[src/gcdg_pkg.sv]
// Shared types and constants for the grid central-difference gradient block.
package gcdg_pkg;

  localparam int unsigned CoordW        = 9;   // holds any index up to 511
  localparam int unsigned CostW         = 32;
  localparam int unsigned InvW          = 24;
  localparam int unsigned DiffW         = CostW + 1;
  localparam int unsigned ProdW         = DiffW + InvW + 1;
  localparam int unsigned FracShift     = 16;
  localparam int unsigned CfgIdxW       = 3;
  localparam int unsigned CfgDataW      = 24;
  localparam int unsigned DefMaxCellsX  = 64;
  localparam int unsigned DefMaxCellsY  = 64;
  localparam int unsigned DefMaxCellsZ  = 16;
  localparam int unsigned DefQueueDepth = 2;

  localparam logic [6:0]      SizeXReset  = 7'd64;
  localparam logic [6:0]      SizeYReset  = 7'd64;
  localparam logic [4:0]      SizeZReset  = 5'd16;
  localparam logic [InvW-1:0] InvResReset = 24'd65536;

  typedef enum logic [CfgIdxW-1:0] {
    CFG_GRID_ENABLED,
    CFG_SIZE_X,
    CFG_SIZE_Y,
    CFG_SIZE_Z,
    CFG_INV_RESOLUTION
  } cfg_index_e;

  typedef struct packed {
    logic                   grid_enabled;
    logic [6:0]             size_x;
    logic [6:0]             size_y;
    logic [4:0]             size_z;
    logic [InvW-1:0]        inv_resolution;
  } cfg_t;

  typedef struct packed {
    logic                    mode;
    logic [5:0]              cell_x;
    logic [5:0]              cell_y;
    logic [3:0]              cell_z;
    logic signed [CostW-1:0] cost_value;
    logic                    cost_valid;
    logic                    cost_finite;
  } in_item_t;

  typedef struct packed {
    logic signed [CostW-1:0] grad_x;
    logic signed [CostW-1:0] grad_y;
    logic signed [CostW-1:0] grad_z;
    logic                    updated;
    logic                    index_error;
  } out_item_t;

  typedef enum logic [1:0] {
    CMD_LOAD,
    CMD_QUERY,
    CMD_NO_UPDATE,
    CMD_INDEX_ERROR
  } cmd_kind_e;

  typedef struct packed {
    cmd_kind_e               kind;
    logic [CoordW-1:0]       x;
    logic [CoordW-1:0]       y;
    logic [CoordW-1:0]       z;
    logic [CoordW-1:0]       xm;
    logic [CoordW-1:0]       xp;
    logic [CoordW-1:0]       ym;
    logic [CoordW-1:0]       yp;
    logic [CoordW-1:0]       zm;
    logic [CoordW-1:0]       zp;
    logic [1:0]              span_x;
    logic [1:0]              span_y;
    logic [1:0]              span_z;
    logic signed [CostW-1:0] cost;
    logic                    cost_valid;
    logic                    cost_finite;
  } cmd_t;

  typedef struct packed {
    logic                    finite;
    logic                    valid;
    logic signed [CostW-1:0] cost;
  } cell_word_t;

  typedef enum logic [2:0] {
    SLOT_CENTER,
    SLOT_XM,
    SLOT_XP,
    SLOT_YM,
    SLOT_YP,
    SLOT_ZM,
    SLOT_ZP
  } slot_e;

  typedef enum logic [2:0] {
    B_CLEAR,
    B_IDLE,
    B_ISSUE,
    B_DRAIN,
    B_DONE
  } back_state_e;

endpackage

[src/gcdg_front.sv]
// Front end: accepts input items, classifies them and works out neighbour indices.
module gcdg_front import gcdg_pkg::*; #(
  parameter int unsigned MaxX = DefMaxCellsX,
  parameter int unsigned MaxY = DefMaxCellsY,
  parameter int unsigned MaxZ = DefMaxCellsZ
) (
  input  logic     in_valid_i,
  output logic     in_ready_o,
  input  in_item_t in_data_i,
  input  cfg_t     cfg_i,
  input  logic     clearing_i,
  input  logic     q_full_i,
  output logic     q_push_o,
  output cmd_t     q_data_o
);

  localparam logic [CoordW-1:0] MaxXC = CoordW'(MaxX);
  localparam logic [CoordW-1:0] MaxYC = CoordW'(MaxY);
  localparam logic [CoordW-1:0] MaxZC = CoordW'(MaxZ);

  function automatic logic [CoordW-1:0] eff_size(input logic [CoordW-1:0] s,
                                                 input logic [CoordW-1:0] m);
    logic [CoordW-1:0] r;
    if (s == '0) begin
      r = CoordW'(1);
    end else if (s > m) begin
      r = m;
    end else begin
      r = s;
    end
    return r;
  endfunction

  function automatic logic [CoordW-1:0] lo_nb(input logic [CoordW-1:0] c);
    return (c == '0) ? '0 : c - CoordW'(1);
  endfunction

  function automatic logic [CoordW-1:0] hi_nb(input logic [CoordW-1:0] c,
                                              input logic [CoordW-1:0] n);
    return (c + CoordW'(1) < n) ? c + CoordW'(1) : n - CoordW'(1);
  endfunction

  logic [CoordW-1:0] x, y, z;
  logic [CoordW-1:0] nx, ny, nz;
  logic              keep;

  assign x  = CoordW'(in_data_i.cell_x);
  assign y  = CoordW'(in_data_i.cell_y);
  assign z  = CoordW'(in_data_i.cell_z);
  assign nx = eff_size(CoordW'(cfg_i.size_x), MaxXC);
  assign ny = eff_size(CoordW'(cfg_i.size_y), MaxYC);
  assign nz = eff_size(CoordW'(cfg_i.size_z), MaxZC);

  assign in_ready_o = !q_full_i && !clearing_i;

  always_comb begin
    q_data_o             = '0;
    q_data_o.x           = x;
    q_data_o.y           = y;
    q_data_o.z           = z;
    q_data_o.xm          = lo_nb(x);
    q_data_o.xp          = hi_nb(x, nx);
    q_data_o.ym          = lo_nb(y);
    q_data_o.yp          = hi_nb(y, ny);
    q_data_o.zm          = lo_nb(z);
    q_data_o.zp          = hi_nb(z, nz);
    q_data_o.span_x      = 2'(q_data_o.xp - q_data_o.xm);
    q_data_o.span_y      = 2'(q_data_o.yp - q_data_o.ym);
    q_data_o.span_z      = 2'(q_data_o.zp - q_data_o.zm);
    q_data_o.cost        = in_data_i.cost_value;
    q_data_o.cost_valid  = in_data_i.cost_valid;
    q_data_o.cost_finite = in_data_i.cost_finite;
    keep                 = 1'b1;
    if (!in_data_i.mode) begin
      q_data_o.kind = CMD_LOAD;
      // loads beyond the physical grid are dropped
      keep = (x < MaxXC) && (y < MaxYC) && (z < MaxZC);
    end else if (!cfg_i.grid_enabled) begin
      q_data_o.kind = CMD_NO_UPDATE;
    end else if (x >= nx || y >= ny || z >= nz) begin
      q_data_o.kind = CMD_INDEX_ERROR;
    end else begin
      q_data_o.kind = CMD_QUERY;
    end
  end

  assign q_push_o = in_valid_i && in_ready_o && keep;

endmodule

[config.mk]
export PLATFORM = sky130hd
export DESIGN_NAME = gcdg_front
export DESIGN_NICKNAME = d
export VERILOG_FILES = /design/src/gcdg_pkg.sv /design/src/gcdg_front.sv
export SDC_FILE = /design/constraint.sdc
export NUM_CORES = 1
export LEC_CHECK = 0
export BUFFER_PORTS_ARGS = -buffer_cell sky130_fd_sc_hd__buf_2
export CAP_MARGIN = 10
export CORE_AREA = 2 2 87 89
export DETAILED_ROUTE_END_ITERATION = 7
export DIE_AREA = 0 0 89 91
export GPL_TIMING_DRIVEN = 0
export PLACE_DENSITY = 0.88
export SYNTH_ARGS = -nofsm -noshare
export SYNTH_HDL_FRONTEND = slang
export SYNTH_SLANG_ARGS = --single-unit
[constraint.sdc]
create_clock -name vclk -period 3.1
set_clock_uncertainty 0.05 [all_clocks]
set_input_delay 0.31 -clock vclk [all_inputs]
set_output_delay 0.31 -clock vclk [all_outputs]
set_load 0.05 [all_outputs]
==> impl_summary.md <==
Floorplanning
The starting density of the core is 0.376. The area of the core is 7140 um2. Row generation in the floorplan step produced 31 rows. The number of I/O pins is 223. The area of the die is 8100 um2. The die is 89 um wide. The die height is 91 um.

Finish
The post-synthesis to final-layout area growth is 60.4%. The final instance area is 4310 um2. The layout sequential cell count is 0. Once layout is complete, the cells apart from fillers number 663.

Registers take 0 um2. After layout, the clock buffer instance count stands at 0. The share of post-route cells with drive strength above 1 is 0.566.

The final net count is 713. 0 antenna diodes ended up in the layout. The share of the core filled with cells in the final layout is 0.603.

STA
Adding up every negative setup slack in the final design gives 0 ns. Setup violations remaining at the end of the flow were counted as 0. At the pin with the least slew margin, the transition time is 0.543 ns. The highest achievable clock rate is 327 MHz.

The worst hold slack after final layout is 0.872 ns. The routed design could run at a clock period as short as 3.06 ns. Setup repair after global routing could not meet its margin everywhere. The worst path setup slack after routing is 0.0404 ns. In the finished design, the share of the clock period the worst path needs comes to 0.987. The total count of hold-check failures in the final report is 0. The max-slew violation count is 0. Headroom to the max-slew limit came out at 0.636.

Power and ir drop
In this run the static leakage power is 2.27 nW. The power density normalized to cell area is 277 nW/um2. The total power draw is 1.19 mW. Across the VDD grid, the largest voltage drop is 0.246 mV.

Min path
The path category of the worst min-delay check is in2out. The worst hold endpoint is q_data_o[28]. The worst hold path passes through 2 cells.

The start point of the worst hold path is in_data_i[28].

Synth
Of the synthesized area, sequential elements account for 0. The share of Yosys cell area claimed by the top area cell type is 0.228. The post-synthesis cell type with the largest combined area is ha_1. The count of mapped cells out of synthesis is 383. The commonest cells after synthesis are 75 x buf_4, 49 x ha_1, 31 x inv_1, 31 x nand2_1, 21 x o21ai_0.

Dividing the synthesized area by the synthesized cell count gives 7.01 um2. The mapped netlist covers 2690 um2. The warning count from the yosys run is 0.

After synthesis, the netlist uses 48 different library cells. The most used standard cell by instance count after synthesis is buf_4. By area the synthesized netlist is led by ha_1 23%, buf_4 21%, xnor2_1 4.6%.

Global routing
The number of global-route vias before repair is 2909. For met2 alone, demand over resource in global routing was 0.353. The pin count of the biggest net entering global routing is 11. The busiest layer in global routing is met2. The met3 usage is 0.0118.

The wire length of the first global-routing pass is 12.5 mm. For this run, global-route usage on met1 was measured as 0.209. In the global route stage, overall resource usage came out at 0.180. The initial antenna violation count is 0. The total global routing overflow is 0.

Placed design
Port buffering added 142 buffers. After detailed placement, the design holds a cell count of 644. At the end of routability-driven placement, the weighted congestion stood at 0.876. The detailed-placement wirelength estimate is 6.49 mm. After detailed placement, the total cell area comes to 3870 um2. The worst slack at placement is -0.421 ns.

Critical path
The setup path with the least slack is of type in2out. The element type at the critical path end is an output port. The signal on the critical path passes through buf_12, ha_4, and3_4, xor2_2, ha_1, o21a_1, nor2_2, a21oi_2, a21oi_2, clkbuf_8, mux2i_4, inv_2, ha_4, xor2_4, buf_6.

Among all stages on the critical path, the largest delay is contributed by ha_1. Data on the critical path arrives at its endpoint at 2.70 ns. The worst setup path is launched from an input pin.

The delay of the slowest cell on the worst path is 0.30 ns. In this design, the largest share of critical-path delay is due to adder cells. Along the worst path, the maximum fanout reaches 8. Counting both buffers and inverters, the worst setup path holds a total of 4.

Data on the critical path is required at its endpoint by 2.74 ns.

Drt
The count of nets left with antenna violations after detail routing is 0. The final routed DRC violation total is 0. The pre-antenna-repair detailed-routing pass consisted of 4 iterations. After the first detailed-routing iteration, the DRC count stood at 98. The average via count per standard cell is 4.86. The routed design has 8.64 mm of wire. The wire length per cell is 13.0 um. The routed via count is 3221.

Run status
The run finished with clean final reports.

Job
The count of maximum capacitance violations is 0.
[layer usage]
| layer | vias to the layer above | wire length [um] |
|---|---|---|
| met1 | 1462 | 3290 |
| li1 | 1587 | - |
| met5 | - | 0 |
| met4 | 0 | 222 |
| met3 | 21 | 562 |
| met2 | 151 | 4570 |
[worst max-delay path by stage]
stage / from / to / slack (ns) / depth (start not counted)
after floorplan: in_data_i[44] / q_data_o[79] / -0.21 / 9
after global placement: in_data_i[34] / q_data_o[35] / -0.37 / 15
after detailed placement: in_data_i[34] / q_data_o[35] / -0.42 / 15
after CTS: in_data_i[35] / q_data_o[35] / 0.0007 / 15
after global routing: in_data_i[47] / q_data_o[38] / -0.04 / 12
final: in_data_i[38] / q_data_o[37] / 0.04 / 15
[cell families after synthesis]
logic type               count (synthesis)  synth area share
AND/OR/NAND/NOR                        116             0.222
other                                    1           0.00140
multiplexers                            13            0.0513
XOR/XNOR                                20            0.0652
buffers and inverters                  117             0.273
adder cells (fa/ha/maj)                 49             0.228
AO/OA/AOI/OAI                           67             0.159
[final cells by class]
| type | instances | area (um2) |
|---|---|---|
| Buffer | 84 | 647 |
| Tap cell | 99 | 124 |
| Fill cell | 653 | 2830 |
| Timing Repair Buffer | 163 | 996 |
| Inverter | 31 | 139 |
| Multi-Input combinational cell | 286 | 2400 |
[power breakdown]
group | leakage (nW) | switching, mW | total [mW] | internal (mW)
logic | 2.27 | 0.780 | 1.19 | 0.412
registers | 0 | 0 | 0 | 0
clock network | 0 | 0 | 0 | 0
total | 2.27 | 0.780 | 1.19 | 0.412
[placed cells by master, fill, tap and decap left out, types with 7 or more instances in the layout]
| cell | n |
|---|---|
| buf_2 | 127 |
| buf_4 | 98 |
| ha_1 | 37 |
| nand2_1 | 29 |
| conb_1 | 21 |
| inv_1 | 20 |
| o21ai_0 | 19 |
| nor2_1 | 14 |
| a21oi_1 | 14 |
| nor3_1 | 12 |
| xnor2_1 | 10 |
| nand3_1 | 9 |
| buf_6 | 8 |
| ha_4 | 7 |
[timing repair]
action                                  CTS  global route
setup buffers                             7            14
hold buffers                              0             0
pin swaps                                 7            19
resized for setup                        33            44
hold endpoints to repair                  0             0
endpoints found under the setup margin   12            13
(Power assumes the default switching activity.)
