$ cat src/gcdg_pkg.sv
// Shared types and constants for the grid central-difference gradient block.
package gcdg_pkg;

  localparam int unsigned CoordW        = 9;   // holds any index up to 511
  localparam int unsigned CostW         = 32;
  localparam int unsigned InvW          = 24;
  localparam int unsigned DiffW         = CostW + 1;
  localparam int unsigned ProdW         = DiffW + InvW + 1;
  localparam int unsigned FracShift     = 16;
  localparam int unsigned CfgIdxW       = 3;
  localparam int unsigned CfgDataW      = 24;
  localparam int unsigned DefMaxCellsX  = 64;
  localparam int unsigned DefMaxCellsY  = 64;
  localparam int unsigned DefMaxCellsZ  = 16;
  localparam int unsigned DefQueueDepth = 2;

  localparam logic [6:0]      SizeXReset  = 7'd64;
  localparam logic [6:0]      SizeYReset  = 7'd64;
  localparam logic [4:0]      SizeZReset  = 5'd16;
  localparam logic [InvW-1:0] InvResReset = 24'd65536;

  typedef enum logic [CfgIdxW-1:0] {
    CFG_GRID_ENABLED,
    CFG_SIZE_X,
    CFG_SIZE_Y,
    CFG_SIZE_Z,
    CFG_INV_RESOLUTION
  } cfg_index_e;

  typedef struct packed {
    logic                   grid_enabled;
    logic [6:0]             size_x;
    logic [6:0]             size_y;
    logic [4:0]             size_z;
    logic [InvW-1:0]        inv_resolution;
  } cfg_t;

  typedef struct packed {
    logic                    mode;
    logic [5:0]              cell_x;
    logic [5:0]              cell_y;
    logic [3:0]              cell_z;
    logic signed [CostW-1:0] cost_value;
    logic                    cost_valid;
    logic                    cost_finite;
  } in_item_t;

  typedef struct packed {
    logic signed [CostW-1:0] grad_x;
    logic signed [CostW-1:0] grad_y;
    logic signed [CostW-1:0] grad_z;
    logic                    updated;
    logic                    index_error;
  } out_item_t;

  typedef enum logic [1:0] {
    CMD_LOAD,
    CMD_QUERY,
    CMD_NO_UPDATE,
    CMD_INDEX_ERROR
  } cmd_kind_e;

  typedef struct packed {
    cmd_kind_e               kind;
    logic [CoordW-1:0]       x;
    logic [CoordW-1:0]       y;
    logic [CoordW-1:0]       z;
    logic [CoordW-1:0]       xm;
    logic [CoordW-1:0]       xp;
    logic [CoordW-1:0]       ym;
    logic [CoordW-1:0]       yp;
    logic [CoordW-1:0]       zm;
    logic [CoordW-1:0]       zp;
    logic [1:0]              span_x;
    logic [1:0]              span_y;
    logic [1:0]              span_z;
    logic signed [CostW-1:0] cost;
    logic                    cost_valid;
    logic                    cost_finite;
  } cmd_t;

  typedef struct packed {
    logic                    finite;
    logic                    valid;
    logic signed [CostW-1:0] cost;
  } cell_word_t;

  typedef enum logic [2:0] {
    SLOT_CENTER,
    SLOT_XM,
    SLOT_XP,
    SLOT_YM,
    SLOT_YP,
    SLOT_ZM,
    SLOT_ZP
  } slot_e;

  typedef enum logic [2:0] {
    B_CLEAR,
    B_IDLE,
    B_ISSUE,
    B_DRAIN,
    B_DONE
  } back_state_e;

endpackage

$ cat src/gcdg_queue.sv
// Short command queue between the front end and the back end.
module gcdg_queue import gcdg_pkg::*; #(
  parameter int unsigned Depth = DefQueueDepth
) (
  input  logic clk_i,
  input  logic rst_ni,
  input  logic push_i,
  input  cmd_t push_data_i,
  output logic full_o,
  input  logic pop_i,
  output logic valid_o,
  output cmd_t pop_data_o
);

  localparam int unsigned PtrW = (Depth > 1) ? $clog2(Depth) : 1;
  localparam int unsigned CntW = $clog2(Depth + 1);

  cmd_t            slots_q [Depth];
  logic [PtrW-1:0] wr_ptr_q, wr_ptr_d;
  logic [PtrW-1:0] rd_ptr_q, rd_ptr_d;
  logic [CntW-1:0] count_q, count_d;
  logic            do_push, do_pop;

  assign full_o     = (count_q == CntW'(Depth));
  assign valid_o    = (count_q != '0);
  assign pop_data_o = slots_q[rd_ptr_q];
  assign do_push    = push_i && !full_o;
  assign do_pop     = pop_i && valid_o;

  always_comb begin
    wr_ptr_d = wr_ptr_q;
    rd_ptr_d = rd_ptr_q;
    count_d  = count_q;
    if (do_push) begin
      wr_ptr_d = (wr_ptr_q == PtrW'(Depth - 1)) ? '0 : wr_ptr_q + PtrW'(1);
    end
    if (do_pop) begin
      rd_ptr_d = (rd_ptr_q == PtrW'(Depth - 1)) ? '0 : rd_ptr_q + PtrW'(1);
    end
    if (do_push && !do_pop) begin
      count_d = count_q + CntW'(1);
    end else if (do_pop && !do_push) begin
      count_d = count_q - CntW'(1);
    end
  end

  always_ff @(posedge clk_i or negedge rst_ni) begin
    if (!rst_ni) begin
      wr_ptr_q <= '0;
      rd_ptr_q <= '0;
      count_q  <= '0;
    end else begin
      wr_ptr_q <= wr_ptr_d;
      rd_ptr_q <= rd_ptr_d;
      count_q  <= count_d;
    end
  end

  always_ff @(posedge clk_i) begin
    if (do_push) begin
      slots_q[wr_ptr_q] <= push_data_i;
    end
  end

endmodule

$ cat config.mk
export PLATFORM = sky130hd
export DESIGN_NAME = gcdg_queue
export DESIGN_NICKNAME = d
export VERILOG_FILES = /design/src/gcdg_pkg.sv /design/src/gcdg_queue.sv
export SDC_FILE = /design/constraint.sdc
export NUM_CORES = 1
export LEC_CHECK = 0
export BUFFER_PORTS_ARGS = -buffer_cell sky130_fd_sc_hd__buf_2
export CORE_ASPECT_RATIO = 0.7
export CORE_MARGIN = 2
export CORE_UTILIZATION = 49
export CTS_BUF_LIST = sky130_fd_sc_hd__clkbuf_4
export CTS_CLUSTER_DIAMETER = 30
export DETAILED_ROUTE_END_ITERATION = 10
export PLACE_DENSITY = 0.78
export SLEW_MARGIN = 20
export SYNTH_ARGS = -nofsm -noshare
export SYNTH_HDL_FRONTEND = slang
export SYNTH_SLANG_ARGS = --single-unit
export TNS_END_PERCENT = 50
$ cat constraint.sdc
create_clock -name clk_i -period 5.95 [get_ports clk_i]
set_input_delay 0.8925 -clock clk_i [delete_from_list [all_inputs] [get_ports clk_i]]
set_output_delay 0.8925 -clock clk_i [all_outputs]
set_load 0.02 [all_outputs]
==> impl_metrics.py, run 1 <==
metrics = {
    "logic_synthesis": {
        "synth_area_per_cell_um2": 23.2,
        "yosys-top-cells-area": "edfxtp_1 (79%), mux2_4 (9.7%), mux2_2 (7.6%), dfrtp_1 (1.1%), buf_6 (0.97%)",
        "synthesis.nets": 530,
        "synth.yosys.warnings": 0,
        "synth_top_family_by_area": "multiplexers",
        "synth-xor-area-share": 0.00470,
        "ys_seq_elements": 250,
        "netlist_instances": 402,
        "synth-adder-area-share": 0.00134,
        "syn_area_um2": 9320,
        "yosysSeqAreaShare": 0.804,
        "synth_compound_area_frac": 0,
        "synthSimpleGateAreaFrac": 0.00363,
        "yosys.area.top_type_share": 0.793,
        "synth_top_cell_by_area": "edfxtp_1",
        "synth_cell_type_count": 15,
        "muxShareOfSynthArea": 0.173,
    },
    "pwr": {
        "p_total_w": 0.00592,
        "power_switching_share": 0.330,
        "p_leak_nw": 4.59,
        "powerDensity_nw_per_um2": 511,
        "internal_power_w": 0.00396,
        "power_frac_comb": 0.333,
        "power_switching_w": 0.00195,
        "max-vdd-ir-drop_uv": 515,
        "seq_power_share": 0.441,
        "clkPwrFrac": 0.226,
    },
    "clocking": {
        "clk_pin_slew_worst_paths_ns": 0.07,
        "cts_tree": "built",
        "clock_latency_ns": 0.64,
        "htreeDepth": 2,
        "ctsResizeCount": 0,
        "cts_root_buf": "clkbuf_4",
        "cts.sinks": 250,
        "cts.path.max_buffers": 3,
        "cts_buffers": 58,
    },
    "timing": {
        "setup_viol": 0,
        "period_share": 0.624,
        "fin_skew_ns": 0.0317,
        "hold_violations": 0,
        "period_minus_slack_ns": 3.71,
        "setup_tns_ns": 0,
        "slew_violations": 0,
        "worst_slew_pin_slew_ns": 1.02,
        "max_slew_margin": 0.323,
        "fmax_mhz": 269,
        "rsz0062_at_grt": "no",
    },
    "global_route": {
        "grt_max_degree": 69,
        "first_global_vias": 5095,
        "grt_first_pass_wirelength_um": 26600,
        "antenna_found_initial": 4,
        "grtUsageTotal": 0.174,
        "grt-ovfl-total": 0,
    },
    "worst_hold_path": {
        "hold_path_depth": 1,
        "hp-class": "in -> reg",
        "hold_path.startpoint": "push_data_i[110]",
        "hold_end": "slots_q[0][110]$_DFFE_PP_",
    },
    "die": {
        "floorplan.rows": 42,
        "dieArea_um2": 20100,
        "initial_core_util": 0.497,
        "core_area_um2": 18800,
        "io_pins": 252,
        "die_y_um": 119,
        "die_w_um": 169,
    },
    "critical_path": {
        "crit_required_ns": 5.06,
        "arrival_ns": 2.82,
        "rr_startpoint": "count_q[0]$_DFFE_PN0P_",
        "critical_path_class": "reg -> out",
        "path_max_fanout": 68,
        "r2r-end": "slots_q[1][48]$_DFFE_PP_",
        "rr_worst_depth": 3,
        "end_kind": "output port",
        "r2r_slack_ns": 3.82,
        "startpoint_type": "flip-flop",
    },
    "final_layout": {
        "drive_above_1_share": 0.628,
        "final_cell_mix": "buf_2 (251), edfxtp_1 (246), clkbuf_4 (86)",
        "syn_to_final_growth_pct": 24.3,
        "final_common_cell": "buf_2",
        "design_area_um2": 11600,
        "nets": 833,
    },
    "drt": {
        "vias_per_cell": 4.91,
        "first_iter_violations": 265,
        "dr.pass1.iters": 4,
        "ant_nets": 0,
        "drc": 0,
        "vias": 4883,
        "wl_um": 17900,
        "wl_per_cell_um": 18.0,
    },
    "placement": {
        "dpl_cell_area_um2": 10800,
        "hpwl_um": 11600,
        "routabilityCongestion": 0.823,
        "io_buffers": 251,
    },
    "job": {
        "max_cap_viol_count": 0,
    },
    "outcome": {
        "status": "finished, final reports clean",
    },
}
## synthesized netlist by cell type
cell type / count
buf_6: 8
and3_1: 1
nor2_1: 2
nand2_1: 2
edfxtp_1: 246
mux2_2: 63
xnor2_1: 3
ha_1: 1
dfrtp_1: 4
buf_2: 6
mux2_4: 60
inv_1: 2
xor2_1: 2
nand2b_1: 1
or2_2: 1
## area by class of cell
cell class                 instances  area [um^2]
sequential                       250         7490
fill                            1350         7180
multi-input combinational        136         1710
timing repair buffer             257         1320
clock buffer                      86          646
tap                              242          303
clock inverter                    20          104
inverter                           2         7.51
antenna                            1         2.50
## power groups by stage
stage          Combinational [W]  Clock [W]  Sequential (W)
6_report                 0.00197    0.00134         0.00261
5_1_grt                  0.00208    0.00148         0.00265
4_1_cts                  0.00199    0.00138         0.00261
3_5_place_dp             0.00198          0         0.00265
3_3_place_gp             0.00196          0         0.00262
2_1_floorplan            0.00153          0         0.00256
## state kept, by name, summed over array words and instances (netlist names)
register and flops:
rd_ptr_q 1, count_q 2, slots_q 246, wr_ptr_q 1
## critical path: stages (launching register included)
cell     delay, ns
dfrtp_4       1.05
buf_12        0.39
mux2_2        0.39
buf_2         0.16
## kinds of logic (layout without fill, tap and decap cells)
family	Yosys count	after routing
xor gates and xnor gates	5	5
and+or+nand+nor	7	7
other	0	1
adders and majority gates	1	1
buffers and inverters	16	365
muxes	123	123
DFF	250	250
## layer usage
metal / share of wire / track usage
met5: 0.0017 / 0
met4: 0.012 / 0.0571
met3: 0.11 / 0.0744
met2: 0.46 / 0.273
met1: 0.41 / 0.219
## per-stage QoR
stage / cells / hold WS [ns] / utilization / setup slack (ns)
global route: 993 / 0.353 / 0.617 / 2.07
finish: 994 / 0.425 / 0.617 / 2.24
detailed placement: 886 / 0.481 / 0.577 / 2.90
global placement: 886 / 0.472 / 0.577 / 2.94
CTS: 993 / 0.357 / 0.617 / 2.16
floorplan: 402 / 0.456 / - / 1.33
## timing repair
action / 4_1_cts / 5_1_grt
endpoints found under the hold margin: 4 / 0
setup endpoints to repair: 0 / 0
setup buffers: 0 / 0
hold buffers: 1 / 0
## how the worst max path moves through the flow
stage / startpoint / endpoint / slack [ns] / cells past startpoint
2_1_floorplan: push_i / slots_q[0][0]$_DFFE_PP_ / 1.33 / 2
3_3_place_gp: rd_ptr_q$_DFFE_PN0P_ / pop_data_o[96] / 2.94 / 3
3_5_place_dp: rd_ptr_q$_DFFE_PN0P_ / pop_data_o[96] / 2.90 / 3
4_1_cts: rd_ptr_q$_DFFE_PN0P_ / pop_data_o[96] / 2.16 / 3
5_1_grt: rd_ptr_q$_DFFE_PN0P_ / pop_data_o[9] / 2.07 / 3
6_report: rd_ptr_q$_DFFE_PN0P_ / pop_data_o[2] / 2.24 / 3
No activity file was read; power rests on OpenSTA's default activity.
==> run 2: changes to the inputs <==
--- a/config.mk
+++ b/config.mk
@@ -8,11 +8,11 @@
 export BUFFER_PORTS_ARGS = -buffer_cell sky130_fd_sc_hd__buf_2
 export CORE_ASPECT_RATIO = 0.7
 export CORE_MARGIN = 2
-export CORE_UTILIZATION = 49
+export CORE_UTILIZATION = 54
 export CTS_BUF_LIST = sky130_fd_sc_hd__clkbuf_4
 export CTS_CLUSTER_DIAMETER = 30
 export DETAILED_ROUTE_END_ITERATION = 10
-export PLACE_DENSITY = 0.78
+export PLACE_DENSITY = 0.82
 export SLEW_MARGIN = 20
 export SYNTH_ARGS = -nofsm -noshare
 export SYNTH_HDL_FRONTEND = slang
==> constraint.sdc (replaced) <==
create_clock -name clk_i -period 3.57 [get_ports clk_i]
set_input_delay 0.5355 -clock clk_i [delete_from_list [all_inputs] [get_ports clk_i]]
set_output_delay 0.5355 -clock clk_i [all_outputs]
set_load 0.02 [all_outputs]
==> run 2 against run 1 <==
Worst hold slack worse by 0.33 ns; via count down 0.45%; utilization grew 6.5 points; combinational power is 71% higher; routed wire length decreased by 4.2%; sequential cell count is the same; die area decreased by 9.0%; critical path type unchanged; critical endpoint is now pop_data_o[92]; highest routed layer is now met4.
==> impl_metrics.py, run 2 (same netlist as run 1, synthesis figures left out) <==
metrics = {
    "timing": {
        "max_slew_margin": 0.492,
        "worst_slack_ns": 0.629,
        "rsz0062_at_grt": "no",
        "period_share": 0.824,
        "fmax_mhz": 340,
        "hold_violations": 0,
        "setup_viol": 0,
        "worst_slew_pin_slew_ns": 0.763,
        "fin_skew_ns": 0.0163,
        "slew_violations": 0,
        "period_minus_slack_ns": 2.94,
    },
    "global_route": {
        "first_global_vias": 5074,
        "grt_max_degree": 124,
        "grtUsageTotal": 0.183,
        "grt-ovfl-total": 0,
        "antenna_found_initial": 2,
        "grt_first_pass_wirelength_um": 25800,
    },
    "critical_path": {
        "arrival_ns": 2.41,
        "startpoint_type": "flip-flop",
        "path_max_fanout": 58,
        "critical_path_class": "reg -> out",
        "end_kind": "output port",
        "crit_required_ns": 3.03,
    },
    "final_layout": {
        "final_cell_mix": "buf_2 (251), edfxtp_1 (246), clkbuf_4 (91)",
        "stdcell_count": 983,
        "n_fill_cell": 1137,
        "regMostFlops": "slots_q",
        "syn_to_final_growth_pct": 24.7,
        "nets": 831,
        "utilization": 0.683,
        "largest_reg_flops": 246,
        "drive_above_1_share": 0.633,
        "reg.largest.list": "slots_q x246, count_q x2",
        "design_area_um2": 11600,
        "final_common_cell": "buf_2",
    },
    "clocking": {
        "cts_buffers": 57,
        "cts_tree": "built",
        "cts.path.max_buffers": 3,
        "cts_root_buf": "clkbuf_4",
        "cts.sinks": 250,
        "clk_pin_slew_worst_paths_ns": 0.07,
        "ctsResizeCount": 0,
        "clock_latency_ns": 0.62,
        "htreeDepth": 2,
    },
    "die": {
        "io_pins": 252,
        "die_y_um": 114,
        "initial_core_util": 0.547,
        "die_w_um": 161,
        "floorplan.rows": 40,
        "core_area_um2": 17000,
        "dieArea_um2": 18300,
    },
    "pwr": {
        "power_switching_w": 0.00321,
        "power_switching_share": 0.325,
        "p_leak_nw": 4.61,
        "clkPwrFrac": 0.227,
        "seq_power_share": 0.432,
        "p_total_w": 0.00988,
        "powerDensity_nw_per_um2": 851,
        "internal_power_w": 0.00667,
        "max-vdd-ir-drop_uv": 527,
        "power_frac_comb": 0.341,
    },
    "placement": {
        "dp_cells": 874,
        "post-place-ws_ns": 1.26,
        "routabilityCongestion": 0.794,
        "dpl_cell_area_um2": 10800,
        "io_buffers": 251,
        "hpwl_um": 11100,
    },
    "drt": {
        "dr.pass1.iters": 4,
        "ant_nets": 0,
        "drc": 0,
        "wl_um": 17100,
        "wl_per_cell_um": 17.4,
        "vias_per_cell": 4.95,
        "first_iter_violations": 267,
        "vias": 4861,
    },
    "worst_hold_path": {
        "hp-class": "in -> reg",
    },
    "outcome": {
        "status": "finished, final reports clean",
    },
    "job": {
        "max_cap_viol_count": 0,
    },
}
## run 2: cell type report
class	instances	area (um^2)	share of cell area
clock inverters	15	82.6	0.00711
clock buffers	91	683	0.0588
multi-input cells	136	1710	0.147
repair buffers	256	1350	0.116
well taps	231	289	0.0249
flip-flops and latches	250	7490	0.645
diodes	2	5.00	0.000431
inverters	2	7.51	0.000646
## run 2: critical path: stages, from the launching register on
cell	delay (ns)
dfrtp_4	0.78
buf_12	0.37
mux2_2	0.40
buf_2	0.16
## run 2: path summary, 6_finish.rpt
check,from,end,slack (ns),cells past startpoint
setup / recovery,rd_ptr_q$_DFFE_PN0P_,pop_data_o[92],0.63,3
hold / removal,push_data_i[76],slots_q[1][76]$_DFFE_PP_,0.09,1
setup reg to reg,count_q[0]$_DFFE_PN0P_,slots_q[0][88]$_DFFE_PP_,1.67,4
hold reg to reg,count_q[1]$_DFFE_PN0P_,count_q[1]$_DFFE_PN0P_,0.50,1
max in group asynchronous,rst_ni,rd_ptr_q$_DFFE_PN0P_,3.17,2
min in group asynchronous,rst_ni,wr_ptr_q$_DFFE_PN0N_,0.25,2
## run 2: power groups by stage
stage / clock network, W / registers [W] / logic [W]
final: 0.00224 / 0.00427 / 0.00337
after detailed placement: 0 / 0.00434 / 0.00340
after global routing: 0.00248 / 0.00433 / 0.00357
after CTS: 0.00232 / 0.00428 / 0.00341
after floorplan: 0 / 0.00424 / 0.00255
after global placement: 0 / 0.00429 / 0.00335
## run 2: per-layer routing
layer / track usage / up-vias / share of wire
li1: - / 2248 / -
met1: 0.239 / 2339 / 0.42
met2: 0.281 / 245 / 0.46
met3: 0.0716 / 29 / 0.099
met4: 0.0702 / 0 / 0.017
met5: 0 / - / 0
## run 2: repair_timing
action	4_1_cts	5_1_grt
endpoints found under the hold margin	4	0
hold buffers	1	0
setup buffers	0	0
## run 2: per-stage QoR
step	setup TNS (ns)	hold WS [ns]
after floorplan	-41.79	0.240
after global placement	0	0.352
after detailed placement	0	0.358
after CTS	0	0.0295
after global routing	0	0.0115
final	0	0.0921
==> run 3: changes to the inputs <==
--- a/config.mk
+++ b/config.mk
@@ -8,11 +8,11 @@
 export BUFFER_PORTS_ARGS = -buffer_cell sky130_fd_sc_hd__buf_2
 export CORE_ASPECT_RATIO = 0.7
 export CORE_MARGIN = 2
-export CORE_UTILIZATION = 54
+export CORE_UTILIZATION = 49
 export CTS_BUF_LIST = sky130_fd_sc_hd__clkbuf_4
 export CTS_CLUSTER_DIAMETER = 30
 export DETAILED_ROUTE_END_ITERATION = 10
-export PLACE_DENSITY = 0.82
+export PLACE_DENSITY = 0.78
 export SLEW_MARGIN = 20
 export SYNTH_ARGS = -nofsm -noshare
 export SYNTH_HDL_FRONTEND = slang
==> constraint.sdc (replaced) <==
create_clock -name clk_i -period 2.36 [get_ports clk_i]
set_input_delay 0.354 -clock clk_i [delete_from_list [all_inputs] [get_ports clk_i]]
set_output_delay 0.354 -clock clk_i [all_outputs]
set_load 0.02 [all_outputs]
==> run 3 against run 2 <==
Sequential power rose by 49%; setup slack got worse by 0.62 ns; final cell count rose by 16%; worst hold slack improved by 0.33 ns; clock power rose by 55%; critical path depth rose by 1; die area rose by 9.9%; clock skew rose by 0.017 ns; via count rose by 17%; critical path type unchanged.
==> impl_metrics.py, run 3 (same netlist as run 1, synthesis figures left out) <==
metrics = {
    "timing": {
        "slew_violations": 0,
        "fin_skew_ns": 0.0330,
        "rsz0062_at_grt": "yes",
        "setup_tns_ns": 0,
        "max_slew_margin": 0.762,
        "period_share": 0.996,
        "worst_slew_pin_slew_ns": 0.358,
        "hold_violations": 0,
        "setup_viol": 0,
        "fmax_mhz": 425,
        "period_minus_slack_ns": 2.35,
        "worst_slack_ns": 0.00947,
    },
    "final_layout": {
        "regMostFlops": "slots_q",
        "nets": 977,
        "syn_to_final_growth_pct": 45.9,
        "largest_reg_flops": 246,
        "reg.largest.list": "slots_q x246, count_q x2",
        "utilization": 0.724,
        "drive_above_1_share": 0.560,
        "stdcell_count": 1141,
        "final_cell_mix": "edfxtp_1 (246), buf_2 (185), dlygate4sd3_1 (127)",
        "final_common_cell": "edfxtp_1",
    },
    "clocking": {
        "cts_buffers": 58,
        "cts_tree": "built",
        "htreeDepth": 2,
        "clock_latency_ns": 0.65,
        "cts.sinks": 250,
        "cts.path.max_buffers": 3,
        "cts_root_buf": "clkbuf_4",
        "clk_pin_slew_worst_paths_ns": 0.07,
    },
    "global_route": {
        "grt_first_pass_wirelength_um": 31300,
        "first_global_vias": 6067,
        "grt_max_degree": 62,
        "antenna_found_initial": 2,
        "grtUsageTotal": 0.203,
        "grt-ovfl-total": 0,
    },
    "outcome": {
        "status": "finished, final reports clean",
    },
    "job": {
        "max_cap_viol_count": 0,
    },
    "placement": {
        "io_buffers": 251,
        "dp_cells": 892,
        "post-place-ws_ns": 0.532,
        "routabilityCongestion": 0.786,
        "hpwl_um": 11900,
    },
    "critical_path": {
        "critical-path-top-delay-family": "flip-flops",
        "critical_path_class": "reg -> out",
        "critical_path_buf_inv_count": 3,
        "path_cells": "buf_12, buf_6, mux2_4, buf_2",
        "arrival_ns": 2.00,
        "max_stage_delay_ns": 0.51,
        "end_kind": "output port",
        "path_max_fanout": 11,
        "crit_required_ns": 2.01,
        "startpoint_type": "flip-flop",
        "crit_path_top_delay_cell": "dfrtp_4",
    },
    "drt": {
        "drc": 0,
        "dr.pass1.iters": 4,
        "first_iter_violations": 387,
        "wl_per_cell_um": 20.2,
        "vias_per_cell": 4.99,
        "wl_um": 23100,
        "vias": 5696,
        "ant_nets": 0,
    },
    "die": {
        "dieArea_um2": 20100,
        "core_area_um2": 18800,
        "die_w_um": 169,
        "io_pins": 252,
        "die_y_um": 119,
        "floorplan.rows": 42,
        "initial_core_util": 0.497,
    },
    "pwr": {
        "p_leak_nw": 5.44,
        "p_total_w": 0.0167,
        "powerDensity_nw_per_um2": 1230,
        "max-vdd-ir-drop_uv": 690,
    },
    "worst_hold_path": {
        "hp-class": "in -> reg",
    },
}
run 3: worst paths after layout:
kind	from	to	slack (ns)	cells after the start
max	rd_ptr_q$_DFFE_PN0P_	pop_data_o[40]	0.009	4
min	push_data_i[62]	slots_q[0][62]$_DFFE_PP_	0.42	2
max reg2reg	count_q[0]$_DFFE_PN0P_	slots_q[1][101]$_DFFE_PP_	0.64	3
min reg2reg	count_q[0]$_DFFE_PN0P_	count_q[0]$_DFFE_PN0P_	0.55	1
max in group asynchronous	rst_ni	rd_ptr_q$_DFFE_PN0P_	1.57	3
min in group asynchronous	rst_ni	rd_ptr_q$_DFFE_PN0P_	0.60	3
run 3: stage by stage:
step                instance area [um^2]  hold slack, ns
detailed placement                 11000           0.166
floorplan                           9340          0.0584
global route                       13600           0.368
finish                             13600           0.421
global placement                   11000           0.161
CTS                                13100           0.338
run 3: metal layers:
metal	vias up	GRT usage	share of wire
li1	2541	-	-
met1	2800	0.244	0.39
met2	315	0.340	0.50
met3	40	0.0721	0.091
met4	0	0.0744	0.021
met5	-	0	0
run 3: area by class of cell:
cell class	count	area, um^2
multi-input cells	136	1730
repair buffers	401	3290
clock inverters	15	63.8
well taps	242	303
inverters	2	7.51
diodes	2	5.00
fillers	1073	5170
clock buffers	93	698
flip-flops and latches	250	7490
run 3: worst register-to-register path, cell delays in order (launching register included):
cell      delay [ns]
dfrtp_1         0.42
nand2b_4        0.18
and3_4          0.38
buf_12          0.35
run 3: report_power, final:
group | leakage (nW) | switching (W) | total [W] | internal [W]
combinational | 2.65 | 0.00356 | 0.00688 | 0.00333
clock | 0.465 | 0.00169 | 0.00348 | 0.00179
sequential | 2.33 | 0.000304 | 0.00637 | 0.00607
total | 5.44 | 0.00555 | 0.0167 | 0.0112
run 3: timing repair:
item / 4_1_cts / 5_1_grt
gates cloned: 0 / 8
buffers inserted: 4 / 0
hold buffers: 127 / 0
resized for setup: 19 / 104
setup endpoints to repair: 109 / 118
endpoints found under the hold margin: 252 / 0
